## src/stm_pkg.sv

```systemverilog
// Shared types, codes and defaults for the soft timer multiplexer.
package stm_pkg;

    localparam int NUM_TIMERS_DEFAULT = 8;
    localparam int TIME_W = 16;
    localparam int MASK_W = 32;

    typedef enum logic [1:0] {
        MODE_OFF    = 2'd0,
        MODE_ONCE   = 2'd1,
        MODE_REPEAT = 2'd2
    } timer_mode_t;

    typedef enum logic {
        FUNC_TICK = 1'b0,
        FUNC_SET  = 1'b1
    } func_t;

    typedef enum logic [1:0] {
        ST_IDLE,
        ST_APPLY,
        ST_SCAN,
        ST_DONE
    } stm_state_t;

    typedef struct packed {
        logic        func;
        logic [2:0]  timer_index;
        logic [15:0] tick_period;
        logic [1:0]  timer_mode;
        logic [31:0] event_mask;
    } stm_in_t;

    typedef struct packed {
        logic [31:0] fired_flags;
        logic [15:0] next_expire;
        logic        compare_enabled;
        logic [15:0] counter_value;
    } stm_out_t;

    // Broadcast from the sequencer to every cell
    typedef struct packed {
        logic              apply;
        logic              fire_en;
        logic [TIME_W-1:0] compare_value;
        logic [TIME_W-1:0] counter_value;
    } cell_ctrl_t;

    // Running result handed from cell to cell
    typedef struct packed {
        logic              found;
        logic [TIME_W-1:0] gap;
        logic [TIME_W-1:0] expiry;
        logic [MASK_W-1:0] flags;
    } scan_t;

endpackage

```

## src/stm_cell.sv

```systemverilog
// One timer slot: holds its mode, period, expiry and mask, and folds itself into the scan.
module stm_cell import stm_pkg::*;
(
    input  logic       clk,
    input  logic       rst_n,
    input  cell_ctrl_t ctrl,
    input  logic       wr_en,
    input  stm_in_t    wr_item,
    input  scan_t      scan_in,
    output scan_t      scan_out
);

    timer_mode_t       mode_reg, mode_next;
    logic [TIME_W-1:0] period_reg;
    logic [TIME_W-1:0] expiry_reg, expiry_next;
    logic [MASK_W-1:0] mask_reg;
    logic [MASK_W-1:0] fired_reg, fired_next;
    scan_t             scan_reg, scan_next;

    logic              live;
    logic              hit;
    logic [TIME_W-1:0] gap;
    logic              take;

    assign live = (mode_reg == MODE_ONCE) || (mode_reg == MODE_REPEAT);
    assign hit  = ctrl.fire_en && live && (expiry_reg == ctrl.compare_value);
    assign gap  = ctrl.counter_value - expiry_reg;
    assign take = live && (!scan_in.found || (gap < scan_in.gap));

    always_comb
    begin
        mode_next   = mode_reg;
        expiry_next = expiry_reg;
        fired_next  = fired_reg;
        if (ctrl.apply)
        begin
            fired_next = hit ? mask_reg : '0;
            if (wr_en)
            begin
                case (wr_item.timer_mode)
                    MODE_ONCE:   mode_next = MODE_ONCE;
                    MODE_REPEAT: mode_next = MODE_REPEAT;
                    default:     mode_next = MODE_OFF;
                endcase
                expiry_next = ctrl.counter_value - wr_item.tick_period;
            end
            else if (hit)
            begin
                // once timers drop out, repeat timers reload from the compare point
                if (mode_reg == MODE_ONCE)
                    mode_next = MODE_OFF;
                else
                    expiry_next = ctrl.compare_value - period_reg;
            end
        end
    end

    always_comb
    begin
        scan_next.found  = scan_in.found || take;
        scan_next.gap    = take ? gap : scan_in.gap;
        scan_next.expiry = take ? expiry_reg : scan_in.expiry;
        scan_next.flags  = scan_in.flags | fired_reg;
    end

    always_ff @(posedge clk or negedge rst_n)
    begin
        if (!rst_n)
            mode_reg <= MODE_OFF;
        else
            mode_reg <= mode_next;
    end

    always_ff @(posedge clk)
    begin
        expiry_reg <= expiry_next;
        fired_reg  <= fired_next;
        scan_reg   <= scan_next;
        if (ctrl.apply && wr_en)
        begin
            period_reg <= wr_item.tick_period;
            mask_reg   <= wr_item.event_mask;
        end
    end

    assign scan_out = scan_reg;

endmodule

```

## config.mk

```make
export PLATFORM = sky130hd
export DESIGN_NAME = stm_cell
export DESIGN_NICKNAME = d
export VERILOG_FILES = /design/src/stm_pkg.sv /design/src/stm_cell.sv
export SDC_FILE = /design/constraint.sdc
export NUM_CORES = 1
export LEC_CHECK = 0
export ABC_CLOCK_PERIOD_IN_PS = 3900
export BUFFER_PORTS_ARGS = -buffer_cell sky130_fd_sc_hd__clkbuf_2
export CAP_MARGIN = 0
export CORE_UTILIZATION = 45
export DETAILED_ROUTE_END_ITERATION = 8
export MAX_ROUTING_LAYER = met4
export PLACE_DENSITY = 0.78
export SLEW_MARGIN = 10
export SYNTH_ARGS = -nofsm -noshare
export SYNTH_HDL_FRONTEND = slang
export SYNTH_SLANG_ARGS = --single-unit
```

## constraint.sdc

```tcl
create_clock -name clk -period 3.9 [get_ports clk]
set_clock_uncertainty 0.1 [all_clocks]
set_input_delay 0.78 -clock clk [delete_from_list [all_inputs] [get_ports clk]]
set_output_delay 0.78 -clock clk [all_outputs]
set_load 0.02 [all_outputs]
```

# Word level (Yosys, flattened, before mapping)
# Index checks and enable logic that the tools add are counted.
# Widths: inputs -> output; s select.
[totals]
reg_bits = 163
input_bits = 156
elab_cells = 41
[op_classes]
add_sub_neg = 3
n_lt_le_gt_ge = 1
eq_ne = 6
n_mux = 9
bitwise = 1
n_reduce_logical = 12
[op_table]
columns = ["cell", "n"]
rows = [
  ["$mux 16", 5],
  ["$sub 16x16->16", 3],
  ["$or 32x32->32", 1],
  ["$eq 16x16->1", 1],
  ["$lt 16x16->1", 1],
  ["$mux 2", 3],
  ["$reduce_and 3->1", 2],
  ["$eq 2x1->1 const B", 2],
  ["$eq 2x2->1 const B", 2],
  ["$logic_and 1x1->1", 4],
  ["$pmux 2 s2", 1],
  ["$reduce_bool 2->1", 2],
  ["$logic_or 1x1->1", 3],
  ["$ne 2x2->1 const B", 1],
  ["$logic_not 1->1", 1],
]

# Logic depth before layout (Yosys ltp)
[depth]
depth_word = 6
depth_mapped = 18
ltp_nobuf = 16

# Worst setup path before layout
# No wires, ideal clock.
[synth_path]
path_type = "input to register"
start = "in ctrl[0] in the netlist's numbering"
end = "reg scan_reg, in the netlist scan_out[32]"
setup_ns = 0.121
t_arrival_ns = 4.002
required_time_ns = 3.679
setup_slack_ns = -0.323
path_stages = 17
path_buffers = 2
path_cell_list = "inv_1 -> ha_1 -> inv_1 -> fa_1 -> a211oi_1 -> o211ai_1 -> nand2_1 -> nor3_1 -> or4b_4 -> ha_1 -> a211oi_1 -> o21ai_0 -> o32ai_1 -> a21o_1 -> buf_4 -> buf_6 -> mux2_2"
[synth_rtl]
columns = ["item", "line", "source"]
rows = [
  ["start, declared", "stm_cell.sv:6", "input cell_ctrl_t ctrl,"],
  ["end signal, assigned", "stm_cell.sv:78", "scan_reg <= scan_next;"],
  ["end, declared", "stm_cell.sv:18", "scan_t scan_reg, scan_next;"],
]

==> results.json <==
{
  "status": "finished, violations left",
  "violations": "negative setup slack",
  "min_path_type": "reg -> reg",
  "dpl_cell_area_um2": 10020,
  "cts_buffer_depth": 2,
  "die_height_um": 137.2,
  "pin_count": 221,
  "cts_tree": "done",
  "syn_nets": 976,
  "synth-seq-cells": 163,
  "arrival_ps": 4240,
  "slowest_stage": "or4b_4",
  "antenna_found_initial": 0,
  "fin_nets": 1261,
  "internal-power_mw": 3.743,
  "clockRootBuffer": "clkbuf_16",
  "slew_headroom": 0.5651,
  "layout_setup_ws_ps": -115.4,
  "gr-total-overflow": 0,
  "syn2layout_area_growth_pct": 33.15,
  "avgSynthCellArea_um2": 10.87,
  "synth_ff_type": "edfxtp_1",
  "worstMarginPinSlew_ps": 652.4,
  "clkSlewWorstSetupHoldPaths_ps": 80,
  "core_um2": 17900,
  "initial_core_util": 0.4592,
  "pwr-share-clk": 0.306,
  "syn_area_um2": 8220,
  "cp_common_cell": "ha_4",
  "final_cell_mix": "clkbuf_2, edfxtp_1, inv_1, dfxtp_1, ha_1",
  "rows": 49,
  "powerDensity_nw_per_um2": 512.0,
  "tns_ps": -1974,
  "synthArstFlopShare": 0.01227,
  "cap_violations": 0,
  "yosys_warnings": 0,
  "ir_drop_mv": 0.3837,
  "fmax_mhz": 249.0,
  "vias_per_cell": 5.240,
  "place_hpwl_mm": 16.05,
  "drive_gt1_frac": 0.3795,
  "rsz0062_at_grt": "true",
  "cp-end-kind": "register",
  "largest_reg_flops": 65,
  "setup_viol": 24,
  "fin_area_um2": 10950,
  "grt_pass1_vias": 6352,
  "path_buf_inv": 4,
  "diodes": 0,
  "drv_slew": 0,
  "cp_max_fo": 6,
  "p_sw_frac": 0.3321,
  "grt_first_pass_wirelength_mm": 30.77,
  "place.gp.congestion": 0.9522,
  "ant_nets": 0,
  "power_frac_seq": 0.379,
  "clock_sinks": 163,
  "max_stage_delay_ps": 560,
  "wl_per_cell_um": 16.38,
  "io_buffers": 216,
  "leakage_nw": 5.043,
  "synth.distinct_cells": 60,
  "die_x_um": 137.2,
  "seq_area_frac_synth": 0.5151,
  "vias": 6723,
  "dr.pass1.iters": 5,
  "final_common_cell": "clkbuf_2",
  "power_switching_mw": 1.861,
  "insertion_delay_ps": 440,
  "grt_usage": 0.2260,
  "finalCriticalPeriod_ps": 4015,
  "combPwrFrac": 0.315,
  "period_share": 1.030,
  "crit_chain": "buf_8 -> inv_12 -> ha_4 -> inv_2 -> fa_2 -> a211oi_4 -> o211ai_1 -> nand2_1 -> nor3_2 -> or4b_4 -> ha_4 -> a211oi_2 -> o21ai_2 -> o32ai_2 -> a21o_1 -> buf_6 -> mux2_4",
  "final_hold_viol_count": 0,
  "routed_wirelength_mm": 21.01,
  "critPathLaunchType": "input port",
  "cts_made_buffers": 17,
  "cts-htree-levels": 4,
  "synth_cells": 756,
  "drt_drc_violations_left": 0,
  "dieArea_um2": 18810,
  "synth_edf_count": 96,
  "grt_max_degree": 35,
  "required_ps": 4120,
  "worstSetupPathType": "in -> reg",
  "first_iter_violations": 316,
  "cp_top_family": "compound AO/OA/AOI/OAI gates"
}
-- final timing paths --
check	startpoint	to	slack (ps)	depth (start not counted)
worst min register to register	fired_reg[20]$_SDFFCE_PN0P_	scan_out[20]$_DFF_P_	310	1
worst min-delay path	fired_reg[20]$_SDFFCE_PN0P_	scan_out[20]$_DFF_P_	310	1
worst max register to register	expiry_reg[0]$_DFFE_PP_	scan_out[57]$_DFF_P_	-90	16
max in group asynchronous	rst_n	mode_reg[1]$_DFFE_PN0P_	3000	2
worst max-delay path	ctrl[0]	scan_out[57]$_DFF_P_	-120	17
min in group asynchronous	rst_n	mode_reg[0]$_DFFE_PN0P_	590	2
-- power groups by stage --
stage               Sequential, mW  Clock, mW  Combinational, mW
finish                        2.12       1.72               1.76
global route                  2.14       1.81               1.91
CTS                           2.12       1.75               1.51
detailed placement            2.16          0               1.49
global placement              2.16          0               1.45
floorplan                     2.34          0              0.760
-- through the flow --
step	total power, mW	setup slack (ps)	hold WS, ps	instances	utilization
3_5_place_dp	3.656	-525.9	313.6	1240	0.5597
4_1_cts	5.380	-0.9401	321.4	1275	0.5965
6_report	5.604	-115.4	314.2	1283	0.6114
3_3_place_gp	3.609	-441.8	308.4	1240	0.5597
2_1_floorplan	3.104	-107.3	307.4	756	-
5_1_grt	5.862	-297.2	337.7	1283	0.6114
-- area by class of cell --
cell class                 instances  area (µm²)
sequential                       163        4234
inverter                          70       275.3
timing repair buffer             284        1665
multi-input combinational        505        3852
tap                              229       286.5
clock inverter                    15       206.4
fill                            1451        6957
clock buffer                      17       425.4
-- cell families after synthesis --
group,synth area share
AND/OR/NAND/NOR,0.1326
AO/OA/AOI/OAI,0.1336
flip-flops,0.5151
buffers and inverters,0.04262
adder cells (fa/ha/maj),0.1002
XOR/XNOR,0.04901
multiplexers,0.02694
-- synthesized netlist by cell type (13+ instances only) --
cell type | instances | area share
a21oi_1 | 39 | 0.024
mux2_2 | 13 | 0.018
and2_1 | 34 | 0.026
o21a_1 | 15 | 0.014
nor2_1 | 30 | 0.014
o21ai_0 | 51 | 0.031
dfxtp_1 | 65 | 0.16
edfxtp_1 | 96 | 0.35
nand2_1 | 44 | 0.020
xnor2_1 | 26 | 0.028
xor2_1 | 20 | 0.021
ha_1 | 61 | 0.093
inv_1 | 69 | 0.032
or2_2 | 34 | 0.026
-- routing by layer --
metal / GRT usage / part of all wire / wire length, µm
met1: 0.2682 / 0.41 / 8525
met2: 0.3729 / 0.49 / 10280
met3: 0.04926 / 0.075 / 1575
met4: 0.08852 / 0.030 / 634
met5: - / 0 / 0
-- what timing repair did --
| item | 4_1_cts | 5_1_grt |
|---|---|---|
| setup endpoints to repair | 14 | 32 |
| hold endpoints to repair | 1 | 0 |
| pin swaps | 4 | 18 |
| gates resized for setup | 1 | 73 |
| cloned | 0 | 3 |
| buffers inserted | 2 | 5 |
| hold buffers | 1 | 0 |
Power figures use the tool's default switching activity.
